===== src/rtl/egcd_pkg.sv =====
// Package for the extended GCD block: operand and coefficient widths, types, the
// status struct shared by the core and the top level, and the step-result struct
// shared by the core and the step unit. No dependencies.
`timescale 1ns / 1ps

package egcd_pkg;

  localparam int OPERAND_BITS = 31;
  localparam int COEF_BITS    = OPERAND_BITS + 1;
  localparam int CNT_BITS     = $clog2(OPERAND_BITS);

  typedef logic [OPERAND_BITS-1:0]       operand_t;
  typedef logic signed [COEF_BITS-1:0]   coef_t;
  typedef logic [CNT_BITS-1:0]           cnt_t;

  localparam coef_t COEF_ZERO = COEF_BITS'(0);
  localparam coef_t COEF_ONE  = COEF_BITS'(1);

  typedef struct packed {
    logic busy;
    logic done;
  } core_status_t;

  typedef struct packed {
    logic     ge;
    operand_t diff;
    coef_t    xa;
    coef_t    xb;
  } step_res_t;

endpackage


===== src/rtl/egcd_step_unit.sv =====
// Shared compare/subtract unit: remainder minus shifted divisor, and both
// coefficient accumulators minus the current coefficients shifted by cnt.
// Depends on egcd_pkg.
`timescale 1ns / 1ps

module egcd_step_unit (
  input  egcd_pkg::operand_t  rem,
  input  egcd_pkg::operand_t  sub_op,
  input  egcd_pkg::coef_t     acc_a,
  input  egcd_pkg::coef_t     acc_b,
  input  egcd_pkg::coef_t     cur_a,
  input  egcd_pkg::coef_t     cur_b,
  input  egcd_pkg::cnt_t      cnt,
  output egcd_pkg::step_res_t res
);
  import egcd_pkg::*;

  logic [OPERAND_BITS:0] diff_w;

  assign diff_w   = {1'b0, rem} - {1'b0, sub_op};
  assign res.ge   = ~diff_w[OPERAND_BITS];
  assign res.diff = diff_w[OPERAND_BITS-1:0];
  // modulo 2^COEF_BITS; final coefficients fit, so wraparound is exact
  assign res.xa   = acc_a - (cur_a << cnt);
  assign res.xb   = acc_b - (cur_b << cnt);

endmodule


===== src/rtl/egcd_core.sv =====
// Sequencer and working registers of the extended Euclid iteration; each
// quotient is formed by shift-subtract through egcd_step_unit.
// Depends on egcd_pkg, egcd_step_unit.
`timescale 1ns / 1ps

module egcd_core (
  input  logic                   clk,
  input  logic                   rst,
  input  logic                   start,
  input  logic                   ack,
  input  egcd_pkg::operand_t     value_a,
  input  egcd_pkg::operand_t     value_b,
  output egcd_pkg::core_status_t status,
  output egcd_pkg::coef_t        coef_a,
  output egcd_pkg::coef_t        coef_b,
  output egcd_pkg::operand_t     divisor
);
  import egcd_pkg::*;

  typedef enum logic [1:0] {
    ST_IDLE,
    ST_ALIGN,
    ST_SUB,
    ST_DONE
  } state_t;

  state_t    state;
  operand_t  rp, rc, rem, d;
  coef_t     xap, xac, xbp, xbc, acc_a, acc_b;
  cnt_t      cnt;

  operand_t  sub_op;
  step_res_t st;
  operand_t  rem_next;
  coef_t     acc_a_next, acc_b_next;

  // align phase tests the doubled divisor, subtract phase the divisor itself
  assign sub_op = (state == ST_ALIGN) ? {d[OPERAND_BITS-2:0], 1'b0} : d;

  egcd_step_unit u_step (
    .rem    (rem),
    .sub_op (sub_op),
    .acc_a  (acc_a),
    .acc_b  (acc_b),
    .cur_a  (xac),
    .cur_b  (xbc),
    .cnt    (cnt),
    .res    (st)
  );

  assign rem_next   = st.ge ? st.diff : rem;
  assign acc_a_next = st.ge ? st.xa   : acc_a;
  assign acc_b_next = st.ge ? st.xb   : acc_b;

  assign status.busy = (state != ST_IDLE);
  assign status.done = (state == ST_DONE);
  assign coef_a      = xap;
  assign coef_b      = xbp;
  assign divisor     = rp;

  always_ff @(posedge clk) begin
    if (rst) begin
      state <= ST_IDLE;
    end else begin
      unique case (state)
        ST_IDLE: begin
          if (start) begin
            rp    <= value_a;
            rc    <= value_b;
            xap   <= COEF_ONE;
            xac   <= COEF_ZERO;
            xbp   <= COEF_ZERO;
            xbc   <= COEF_ONE;
            rem   <= value_a;
            d     <= value_b;
            cnt   <= '0;
            acc_a <= COEF_ONE;
            acc_b <= COEF_ZERO;
            state <= (value_b == '0) ? ST_DONE : ST_ALIGN;
          end
        end
        ST_ALIGN: begin
          if (!d[OPERAND_BITS-1] && st.ge) begin
            d   <= {d[OPERAND_BITS-2:0], 1'b0};
            cnt <= cnt + 1'b1;
          end else begin
            state <= ST_SUB;
          end
        end
        ST_SUB: begin
          if (cnt == '0) begin
            // quotient complete: rotate the remainder and coefficient pairs
            rp  <= rc;
            rc  <= rem_next;
            xap <= xac;
            xac <= acc_a_next;
            xbp <= xbc;
            xbc <= acc_b_next;
            if (rem_next == '0) begin
              state <= ST_DONE;
            end else begin
              rem   <= rc;
              d     <= rem_next;
              acc_a <= xac;
              acc_b <= xbc;
              state <= ST_ALIGN;
            end
          end else begin
            rem   <= rem_next;
            acc_a <= acc_a_next;
            acc_b <= acc_b_next;
            d     <= {1'b0, d[OPERAND_BITS-1:1]};
            cnt   <= cnt - 1'b1;
          end
        end
        ST_DONE: begin
          if (ack) begin
            state <= ST_IDLE;
          end
        end
        default: state <= ST_IDLE;
      endcase
    end
  end

endmodule


===== src/rtl/extended_gcd.sv =====
// Top level of the extended GCD block: operand handshake, iterative core,
// and the result register that parts the core from the result channel.
// Depends on egcd_pkg, egcd_core.
//
//   channel  direction  handshake             payload
//   op       in         op_valid / op_stall   value_a, value_b
//   res      out        res_valid / res_stall coef_a, coef_b, divisor
//
// Each operand pair is taken in, then each Euclid step runs an align phase that
// doubles the divisor while the doubled divisor does not exceed the remainder,
// then a subtract phase; the shared compare/subtract unit handles one quotient bit per cycle
// (align, then subtract). Operand b of zero goes straight to done.
// op_stall is high whenever the core is not idle, also while it holds a finished result.
// A new pair is taken while the previous result still waits in the result register.
// Synchronous reset clears the sequencer and res_valid.
`timescale 1ns / 1ps

module extended_gcd (
  input  logic                clk,
  input  logic                rst,
  input  logic                op_valid,
  output logic                op_stall,
  input  egcd_pkg::operand_t  value_a,
  input  egcd_pkg::operand_t  value_b,
  output logic                res_valid,
  input  logic                res_stall,
  output egcd_pkg::coef_t     coef_a,
  output egcd_pkg::coef_t     coef_b,
  output egcd_pkg::operand_t  divisor
);
  import egcd_pkg::*;

  core_status_t core_st;
  coef_t        core_coef_a, core_coef_b;
  operand_t     core_div;
  logic         start;
  logic         ack;

  assign op_stall = core_st.busy;
  assign start    = op_valid & ~core_st.busy;
  assign ack      = core_st.done & (~res_valid | ~res_stall);

  egcd_core u_core (
    .clk     (clk),
    .rst     (rst),
    .start   (start),
    .ack     (ack),
    .value_a (value_a),
    .value_b (value_b),
    .status  (core_st),
    .coef_a  (core_coef_a),
    .coef_b  (core_coef_b),
    .divisor (core_div)
  );

  always_ff @(posedge clk) begin
    if (rst) begin
      res_valid <= 1'b0;
    end else begin
      if (ack) begin
        res_valid <= 1'b1;
        coef_a    <= core_coef_a;
        coef_b    <= core_coef_b;
        divisor   <= core_div;
      end else if (!res_stall) begin
        res_valid <= 1'b0;
      end
    end
  end

  a_start_busy: assert property (@(posedge clk) disable iff (rst)
    start |=> op_stall)
    else $error("core not busy after operand transfer");

  a_done_busy: assert property (@(posedge clk) disable iff (rst)
    core_st.done |-> core_st.busy)
    else $error("core done while idle");

  a_ack_valid: assert property (@(posedge clk) disable iff (rst)
    ack |=> res_valid)
    else $error("result lost on handoff");

  a_zero_gcd: assert property (@(posedge clk) disable iff (rst)
    ($rose(res_valid) && divisor == '0) |-> (coef_a == COEF_ONE && coef_b == COEF_ZERO))
    else $error("zero gcd without unit coefficients");

endmodule

===== config.mk =====
export PLATFORM = sky130hd
export DESIGN_NAME = extended_gcd
export DESIGN_NICKNAME = d
export VERILOG_FILES = /design/src/rtl/egcd_pkg.sv /design/src/rtl/egcd_step_unit.sv /design/src/rtl/egcd_core.sv /design/src/rtl/extended_gcd.sv
export SDC_FILE = /design/constraint.sdc
export NUM_CORES = 1
export LEC_CHECK = 0
export ABC_CLOCK_PERIOD_IN_PS = 14200
export BUFFER_PORTS_ARGS = -buffer_cell sky130_fd_sc_hd__buf_2
export CORE_ASPECT_RATIO = 2
export CORE_UTILIZATION = 35
export CTS_BUF_LIST = sky130_fd_sc_hd__clkbuf_4 sky130_fd_sc_hd__clkbuf_8 sky130_fd_sc_hd__clkbuf_16
export DETAILED_ROUTE_END_ITERATION = 12
export PLACE_DENSITY = 0.62
export SLEW_MARGIN = 20
export SYNTH_ARGS = -nofsm -noshare
export SYNTH_HDL_FRONTEND = slang
export SYNTH_HIERARCHICAL = 1
export SYNTH_SLANG_ARGS = --single-unit

===== constraint.sdc =====
create_clock -name clk -period 14.2 [get_ports clk]
set_input_delay 2.13 -clock clk [delete_from_list [all_inputs] [get_ports clk]]
set_output_delay 2.13 -clock clk [all_outputs]
set_load 0.01 [all_outputs]

==> impl_results.md, run 1 <==
* Status: finished, final reports clean
* Reg2Reg Depth at 23
* Share of layout cells above drive strength 1 at 17.23%
* Hold path cells at 0
* Met2 global-route usage at roughly two fifths
* Share of the synthesized area in the top cell type at around 48%
* Ranking of synthesized cells by area: edfxtp_1 48%, mux2i_1 5.2%, ha_1 4.9%, mux2_2 4.4%, mux4_2 3.4%
* Synthesized area per cell at around 11 um^2
* Ys Warns at 6
* CTS max path bufs at 3
* CTS tree: done
* Gr busiest metal: met2
* Period utilisation layout at 54.02%
* Multi-input gate area at ~13000 um^2
* TritonCTS buffer count at a little over 40
* Initial core utilization at a little over a third
* CP startpoint kind: register
* All-Layer GR Usage at about a fifth
* RD Place Congestion at 0.9364
* Yosys reg bits at roughly 420
* Top-level I/O count at roughly 160
* Total grt overflow at 0
* Worst slew margin at 21.02%
* Via density at roughly 5.6
* Post-cts gate resize count at 0
* Setup Skew at 0.02741 ns
* RSZ-0062 raised after global routing: false
* Post-synth ARST share at 0%
* Routed WL per cell at roughly 22 um
* CP endpoint kind: register
* Routed Antenna Nets at 0
* Starting DRC count in detailed routing at between 1000 and 1500
* Total core area at around 74000 um^2
* Prevailing post-synth register cell: edfxtp_1
* Filler cells at 7254
* Most common cell in the synthesized netlist: edfxtp_1
* Global-route wire length before repair at 119.1 mm
* Setup TNS at 0 ns
* Worst-skew pair later-pin latency at between 0.5 and 0.6 ns
* Crit path max fanout at between 60 and 70
* Slew @ Worst Pin at 1.174 ns
* Met3 GRT Util at between 1.5 and 2%
* Drt drc at 0
* Maxcap violations at 0
* Routed vias at 19530
* Synth cell types at between 80 and 90
* Total Die Area at approximately 76000 um^2
* Max Fclk at 130.4 MHz
* Antenna violations before repair at 3
* Worst-path clk slew at 0.07 ns
* Vias in the first global route at between 20000 and 25000
* Largest net degree at the start of global routing at ~170
* Root buffer cell: clkbuf_16
* DP HPWL at between 50 and 60 mm
* Clk sinks at 419
* Post-synthesis sequential area ratio at 47.81%
* Cts hold-fix bufs at 0
* Final wirelength at 77.84 mm
* Die Wd at between 150 and 200 um
* Storage element area at roughly 13000 um^2
* Net Count, Synth at roughly 2600
* Endpoints failing setup at 0
* Number of I/O port buffers at 162
* Setup Buffers After CTS at 0
* Synth Instances at ~2400
* Crit path DAT at 7.85 ns
* CTS H-Tree Depth at 2
* Hold crit path type: reg -> reg
* Number of synthesized flops with an enable pin at approximately 420
* Synthesized cell area at roughly 26000 um^2
* Nets at 2672
* First-pass iteration count of the detailed router at 5
* Dominant cell type by area after synthesis: edfxtp_1
* CP required at between 10 and 15 ns
* Met1 Use GR at roughly 22%
* Final Hold Viols at 0
* Synth top cells by count: 416 x edfxtp_1, 218 x nor2_1, 204 x nand2_1
* Die height at around 400 um
* Max Slew Vio Count at 0
* # rows at between 100 and 150
* Tmin final at 7.671 ns
* Crit path kind: reg -> reg
* Synthesis-to-layout area growth at 11.15%
==> logic make-up (layout without fill, tap and decap cells) <==
| logic type | Yosys count | in the layout | share of synthesized area (%) |
|---|---|---|---|
| DFF | 419 | 419 | 47.81 |
| other | 0 | 1 | 0 |
| AOI/OAI and AO/OA | 600 | 600 | 14.89 |
| buffers and inverters | 258 | 371 | 4.213 |
| muxes | 281 | 281 | 13.12 |
| and+or+nand+nor | 673 | 673 | 12.10 |
| adders and majority gates | 106 | 106 | 5.167 |
| xor gates and xnor gates | 81 | 81 | 2.702 |
==> cell type report <==
class                   count  share of cell area [%]
clock buffers              51                   3.833
multi-input cells        1741                   43.33
inverters                 111                   1.428
clock inverters            23                  0.9648
flip-flops and latches    419                   43.02
well taps                 929                   3.984
repair buffers            186                   3.439
diodes                      1                0.008576
==> cells in the final DEF, fill, tap and decap left out, drive strengths merged, types with 25 or more instances in the layout <==
cell type	count
xnor2	56
buf	186
nand2	205
mux4	40
edfxtp	416
inv	113
o21ai	97
o211ai	35
nor2	219
mux2	104
nor2b	30
and2	84
a31oi	87
a21o	63
a211oi	39
a21oi	174
clkbuf	51
xor2	25
ha	102
mux2i	137
==> worst paths after layout <==
kind | startpoint | end | slack [ns]
worst max-delay path | u_core/state[1]$_SDFFE_PP0P_ | u_core/rem[3]$_DFFE_PP_ | 6.53
worst min-delay path | u_core/divisor[3]$_DFFE_PP_ | divisor[3]$_DFFE_PP_ | 0.42
worst max register to register | u_core/state[1]$_SDFFE_PP0P_ | u_core/rem[3]$_DFFE_PP_ | 6.53
worst min register to register | u_core/divisor[3]$_DFFE_PP_ | divisor[3]$_DFFE_PP_ | 0.42
==> metrics by stage <==
stage	hold WS, ns	setup WS, ns	utilization, %	cell area [um^2]	instances
2_1_floorplan	0.4003	2.624	-	26250	2418
3_3_place_gp	0.4030	6.739	37.47	27770	3386
3_5_place_dp	0.4051	6.561	37.47	27770	3386
4_1_cts	0.4195	6.548	39.36	29170	3460
5_1_grt	0.4255	6.121	39.38	29180	3460
6_report	0.4160	6.529	39.38	29180	3461
==> routing by layer <==
| metal | up-vias | wire length (um) | part of all wire, % |
|---|---|---|---|
| met5 | - | 0 | 0 |
| met4 | 0 | 5148 | 6.6 |
| met3 | 181 | 2699 | 3.5 |
| met2 | 580 | 41480 | 53 |
| met1 | 9564 | 28510 | 37 |
| li1 | 9208 | - | - |
==> critical path, stage by stage, from the launching register on <==
cell,delay (ns)
dfxtp_1,0.37
inv_1,0.14
ha_1,0.16
buf_4,0.47
nand2_1,0.14
o21ai_0,0.19
inv_1,0.08
ha_1,0.27
nor2b_1,0.12
o21ai_1,0.10
a21boi_0,0.46
o21ai_2,0.25
o21ai_2,0.39
a41o_1,0.27
a21o_1,0.16
a31oi_1,0.13
nor2_4,0.73
buf_4,0.65
mux2i_1,0.75
nand4_1,0.24
nor4b_2,0.29
nand3_1,0.12
nor3b_2,0.21
buf_4,0.41
==> registers in the layout, summed over array words and instances, names as in the netlist, 32 cells and up <==
register	flops
u_core/acc_b	32
coef_b	32
u_core/xbc	32
u_core/coef_a	32
u_core/acc_a	32
u_core/xac	32
u_core/coef_b	32
coef_a	32
Power of run 1 is not shown: default switching activity piles up to over one toggle a cycle in this logic, so the estimate is an artifact.
==> inputs of run 2 (changes only) <==
Settings changed: ABC_AREA set to 1, ABC_CLOCK_PERIOD_IN_PS 14200 to 7700.
Clock period 14.2 ns to 7.7 ns, I/O delays scaled along.
==> run 2 against run 1 <==
Net effect:
- sequential cell count is the same
- non-clock buffer count increased by 7
- wire length rose by 17%
- final cell count is 32% higher
- clock skew increased by 0.0085 ns
- die area up 2.5%
- worst setup slack lost 5.2 ns
- sequential share of layout area fell by 0.92 points
- clock-buffer cell count decreased by 4
- critical endpoint is now u_core/acc_a[13]$_SDFFCE_PN0P_
==> impl_results.md, run 2 <==
* Cts hold-fix bufs at 0
* Yosys reg bits at 419
* Synthesized cell area at 26910 um^2
* Clk sinks at around 420
* Crit path max fanout at between 60 and 70
* Dominant cell type by area after synthesis: edfxtp_1
* Worst r2r dst: u_core/acc_a[13]$_SDFFCE_PN0P_
* Post-synth ARST share at 0%
* Final Hold Viols at 0
* Number of I/O port buffers at about 160
* CP required at 7.99 ns
* Prevailing post-synth register cell: edfxtp_1
* Vias in the first global route at approximately 23000
* Routed vias at ~24000
* Top cell by count, worst path: nand2_1
* Worst reg2reg path startpoint: u_core/state[1]$_SDFFE_PP0P_
* Total grt overflow at 0
* Endpoints failing setup at 0
* Most common cell in the synthesized netlist: nand2_1
* Setup slack after layout at around 1.3 ns
* RD Place Congestion at around 0.98
* Share of layout cells above drive strength 1 at about 8%
* Die Wd at slightly below 200 um
* Number of synthesized flops with an enable pin at around 420
* Final wirelength at 91.21 mm
* Largest net degree at the start of global routing at a little over 90
* Commonest non-fill, non-tap cells in the layout: 1056 x nand2_1, 416 x edfxtp_1, 349 x inv_1
* CTS max path bufs at 3
* Maxcap violations at 0
* Setup Buffers After CTS at 0
* Crit path kind: reg -> reg
* Slowest CP cell: inv_4
* Synth top cells by count: 1058 x nand2_1, 416 x edfxtp_1, 351 x inv_1
* Net Count, Synth at between 3000 and 4000
* Ranking of synthesized cells by area: edfxtp_1 46%, nand2_1 15%, o21ai_0 5.8%, inv_1 4.9%, ha_1 4.7%
* Setup Skew at ~0.036 ns
* Root buffer cell: clkbuf_16
* Commonest non-fill, non-tap cell in the layout: nand2_1
* Max Slew Vio Count at 0
* Period utilisation layout at a little over four fifths
* First-pass iteration count of the detailed router at 6
* Top-level I/O count at about 160
* CP endpoint kind: register
* Post-synthesis sequential area ratio at 46.65%
* Routed Antenna Nets at 0
* Crit path DAT at approximately 6.7 ns
* CP peak stage delay at slightly below 0.8 ns
* RSZ-0062 raised after global routing: false
* HP Start: u_core/divisor[8]$_DFFE_PP_
* Dpl ws at approximately 1.3 ns
* CP delay by family, top: simple AND/OR/NAND/NOR gates
* TritonCTS buffer count at between 40 and 50
* Nets at approximately 3700
* Drt drc at 0
* Max Fclk at 155.8 MHz
* Via density at roughly 5.2
* Post-cts gate resize count at 0
* Synthesized area per cell at just under 8 um^2
* Starting DRC count in detailed routing at about 1800
* Die height at 394.1 um
* Reg2Reg Depth at 27
* Ys Warns at 6
* DP HPWL at 69.37 mm
* Worst-path clk slew at 0.06 ns
* Share of the synthesized area in the top cell type at a little under half
* CTS tree: done
* Global-route wire length before repair at 136.6 mm
* Reg-to-reg slack, setup at around 1.3 ns
* Synth cell types at a little under 50
* Slew @ Worst Pin at roughly 1.1 ns
* Hold crit path type: reg -> reg
* All-Layer GR Usage at a little under a quarter
* CTS H-Tree Depth at 2
* Hold Path End: divisor[8]$_DFFE_PP_
* Total core area at around 76000 um^2
* Initial core utilization at between 30 and 40%
* Hold path cells at 0
* # rows at between 100 and 150
* Worst slew margin at 25.35%
* Total Die Area at a little under 80000 um^2
* Status: finished, final reports clean
* Antenna violations before repair at 1
* Synth Instances at roughly 3400
* Tmin final at approximately 6.4 ns
* Synthesis-to-layout area growth at 10.83%
* Bufs and invs on worst path at 7
* Worst-skew pair later-pin latency at between 0.6 and 0.7 ns
* Routed WL per cell at about 20 um
* Setup TNS at 0 ns
* CP startpoint kind: register
## run 2: cell types whose count changed after synthesis, moves of 40 or more
cell / change
mux2_2: -102
inv_1: +242
and2_1: -80
a21o_1: -58
xnor2_1: -45
nor2_1: +96
mux4_2: -40
nand2_1: +854
a31oi_1: -69
mux2i_1: -132
o21ai_0: +223
nand3_1: +236
o21ai_1: +43
## run 2: layout make-up
cell class	count	area, um^2
clock buffers	47	1071
fillers	7975	46220
diodes	1	2.502
repair buffers	193	1056
multi-input cells	2504	12310
clock inverters	29	210.2
flip-flops and latches	419	12550
inverters	357	1343
well taps	1015	1270
## run 2: through the flow
stage	cell area, um^2	hold slack (ns)	instances	util, %
detailed placement	28530	0.4045	4488	37.53
CTS	29820	0.4185	4564	39.21
global placement	28530	0.4009	4488	37.53
global route	29820	0.4224	4564	39.21
finish	29820	0.4148	4565	39.21
floorplan	26910	0.4003	3428	-
## run 2: cells by family (layout without fill, tap and decap cells)
family | after synthesis | count (layout) | synth area share (%)
compound gates | 624 | 624 | 12.61
xor+xnor | 64 | 64 | 2.083
fa+ha+maj | 106 | 106 | 5.041
buf+inv | 505 | 626 | 7.757
flops | 419 | 419 | 46.65
mux | 5 | 5 | 0.1860
other cells | 0 | 1 | 0
simple gates | 1705 | 1705 | 25.67
## run 2: routing by layer
layer  share of wire [%]  up-vias  track usage, %
met5                   0        -               0
met3                 4.1      280           2.404
met4                 8.1        0           17.30
met2                  53      778           43.08
met1                  35    11130           24.05
li1                    -    11650               -
## run 2: how the worst max path moves through the flow
| stage | from | cells past startpoint | slack (ns) | endpoint |
|---|---|---|---|---|
| final | u_core/state[1]$_SDFFE_PP0P_ | 27 | 1.28 | u_core/acc_a[13]$_SDFFCE_PN0P_ |
| after global routing | u_core/state[1]$_SDFFE_PP0P_ | 27 | 0.84 | u_core/acc_a[13]$_SDFFCE_PN0P_ |
| after CTS | u_core/state[1]$_SDFFE_PP0P_ | 27 | 1.32 | u_core/rem[0]$_DFFE_PP_ |
| after detailed placement | u_core/state[1]$_SDFFE_PP0P_ | 27 | 1.30 | u_core/rem[30]$_DFFE_PP_ |
| after global placement | u_core/state[1]$_SDFFE_PP0P_ | 27 | 1.36 | u_core/rem[14]$_DFFE_PP_ |
| after floorplan | op_valid | 6 | 0.76 | u_core/coef_a[0]$_SDFFCE_PN1P_ |
Power of run 2 is left out for the same reason.
==> inputs of run 3 (changes only) <==
Settings changed: ABC_CLOCK_PERIOD_IN_PS 7700 to 5650, PLACE_DENSITY 0.62 to 0.64.
Clock period 7.7 ns to 5.65 ns, I/O delays scaled along.
==> run 3 against run 2 <==
Net effect:
- via count up 0.62%
- largest cell class unchanged
- highest routed layer unchanged
- non-clock buffer count grew 18
- critical path type unchanged
- die area did not move
- critical endpoint is now u_core/rem[27]$_DFFE_PP_
==> impl_results.md, run 3 (synthesis results as in run 2) <==
* Status: finished, final reports clean
* Routed Antenna Nets at 0
* Synthesis-to-layout area growth at 11.61%
* Crit path DAT at 5.62 ns
* Total core area at around 76000 um^2
* Worst reg2reg path startpoint: u_core/state[1]$_SDFFE_PP0P_
* CP required at 5.96 ns
* Setup Buffers After CTS at 0
* Maxcap violations at 0
* CTS tree: done
* Slowest CP cell: dfxtp_1
* Max Slew Vio Count at 0
* Setup TNS at 0 ns
* Commonest non-fill, non-tap cell in the layout: nand2_1
* Commonest non-fill, non-tap cells in the layout: 1056 x nand2_1, 416 x edfxtp_1, 349 x inv_1
* Crit path kind: reg -> reg
* WP depth at 28
* Filler cells at 7938
* CTS H-Tree Depth at 2
* # rows at roughly 140
* CP endpoint kind: register
* CP startpoint kind: register
* Share of layout cells above drive strength 1 at between 8 and 9%
* Endpoints failing setup at 0
* Top-level I/O count at around 160
* Nets at approximately 3700
* Number of I/O port buffers at ~160
* Clk sinks at 419
* Starting DRC count in detailed routing at 1757
* Period utilisation layout at between 90% and 100%
* Hold path cells at 0
* Setup Skew at about 0.035 ns
* Final Hold Viols at 0
* CTS max path bufs at 3
* Max Fclk at 188.3 MHz
* DP HPWL at approximately 70 mm
* CP peak stage delay at around 0.35 ns
* Die height at 394.1 um
* TritonCTS buffer count at roughly 40
* Reg-to-reg slack, setup at approximately 0.34 ns
* Slew @ Worst Pin at 1.109 ns
* Vias in the first global route at around 23000
* Initial core utilization at between 30% and 40%
* Global-route wire length before repair at around 140 mm
* Top cell by count, worst path: nand2_1
* RSZ-0062 raised after global routing: false
* Worst-path clk slew at 0.06 ns
* Crit path max fanout at 43
* Worst slew margin at 26.06%
* Final wirelength at slightly above 90 mm
* Hold crit path type: reg -> reg
* Number of diodes at 0
* Via density at between 5 and 6
* Tmin final at between 5 and 6 ns
* Routed vias at about 24000
* Worst r2r dst: u_core/rem[27]$_DFFE_PP_
* Worst-skew pair later-pin latency at 0.61 ns
* Crit path to: u_core/rem[27]$_DFFE_PP_
* Root buffer cell: clkbuf_16
* Routed WL per cell at around 20 um
* CP startpoint: u_core/state[1]$_SDFFE_PP0P_
* HP Start: u_core/coef_a[18]$_SDFFCE_PN0P_
* Reg2Reg Depth at 28
* RD Place Congestion at just under 1
* Largest net degree at the start of global routing at between 150 and 200
* Total Die Area at approximately 78000 um^2
* All-Layer GR Usage at a little under a quarter
* Drt drc at 0
* Die Wd at approximately 200 um
* Antenna violations before repair at 0
* Bufs and invs on worst path at 8
* First-pass iteration count of the detailed router at 6
* CP delay by family, top: buffers and inverters
* Total grt overflow at 0
==> run 3: cell types whose count changed in the layout (fill, tap and decap cells not counted), sizes merged <==
| cell | before | now |
|---|---|---|
| clkinvlp | 2 | 4 |
| clkbuf | 47 | 46 |
| diode | 1 | 0 |
| buf | 193 | 210 |
| clkinv | 24 | 22 |
==> run 3: what timing repair did <==
item,in CTS,in global routing
endpoints found under the setup margin,0,86
gates resized for setup,0,4
hold endpoints to repair,0,0
hold buffers,0,0
==> run 3: metrics by stage <==
stage	utilization [%]	cells	setup WS, ns	instance area (um^2)	hold WS (ns)
2_1_floorplan	-	3428	0.3528	26920	0.4003
3_3_place_gp	37.74	4505	0.3810	28700	0.4028
3_5_place_dp	37.74	4505	0.2538	28700	0.4045
4_1_cts	39.44	4579	0.2265	29990	0.4174
5_1_grt	39.49	4580	0.01163	30030	0.4196
6_report	39.49	4580	0.3392	30030	0.4184
==> run 3: worst min path at each step <==
stage	endpoint
finish	coef_a[18]$_DFFE_PP_
global route	coef_b[1]$_DFFE_PP_
CTS	coef_b[1]$_DFFE_PP_
detailed placement	coef_a[22]$_DFFE_PP_
global placement	coef_b[5]$_DFFE_PP_
floorplan	coef_a[0]$_DFFE_PP_
==> run 3: routing by layer <==
metal  up-vias  wire length (um)  global-route usage, %
met5         -                 0                      0
met4         0              7550                  17.14
met3       282              3646                  2.062
met2       858             49100                  43.69
met1     11150             32000                  23.51
li1      11690                 -                      -
==> run 3: cell type report <==
type	instances	area, um^2	share of cell area (%)
Clock inverter	29	225.2	0.7500
Sequential cell	419	12550	41.80
Multi-Input combinational cell	2504	12310	41.01
Tap cell	1015	1270	4.229
Inverter	357	1349	4.491
Timing Repair Buffer	211	1257	4.187
Clock buffer	45	1062	3.537
Power of run 3 is left out for the same reason.
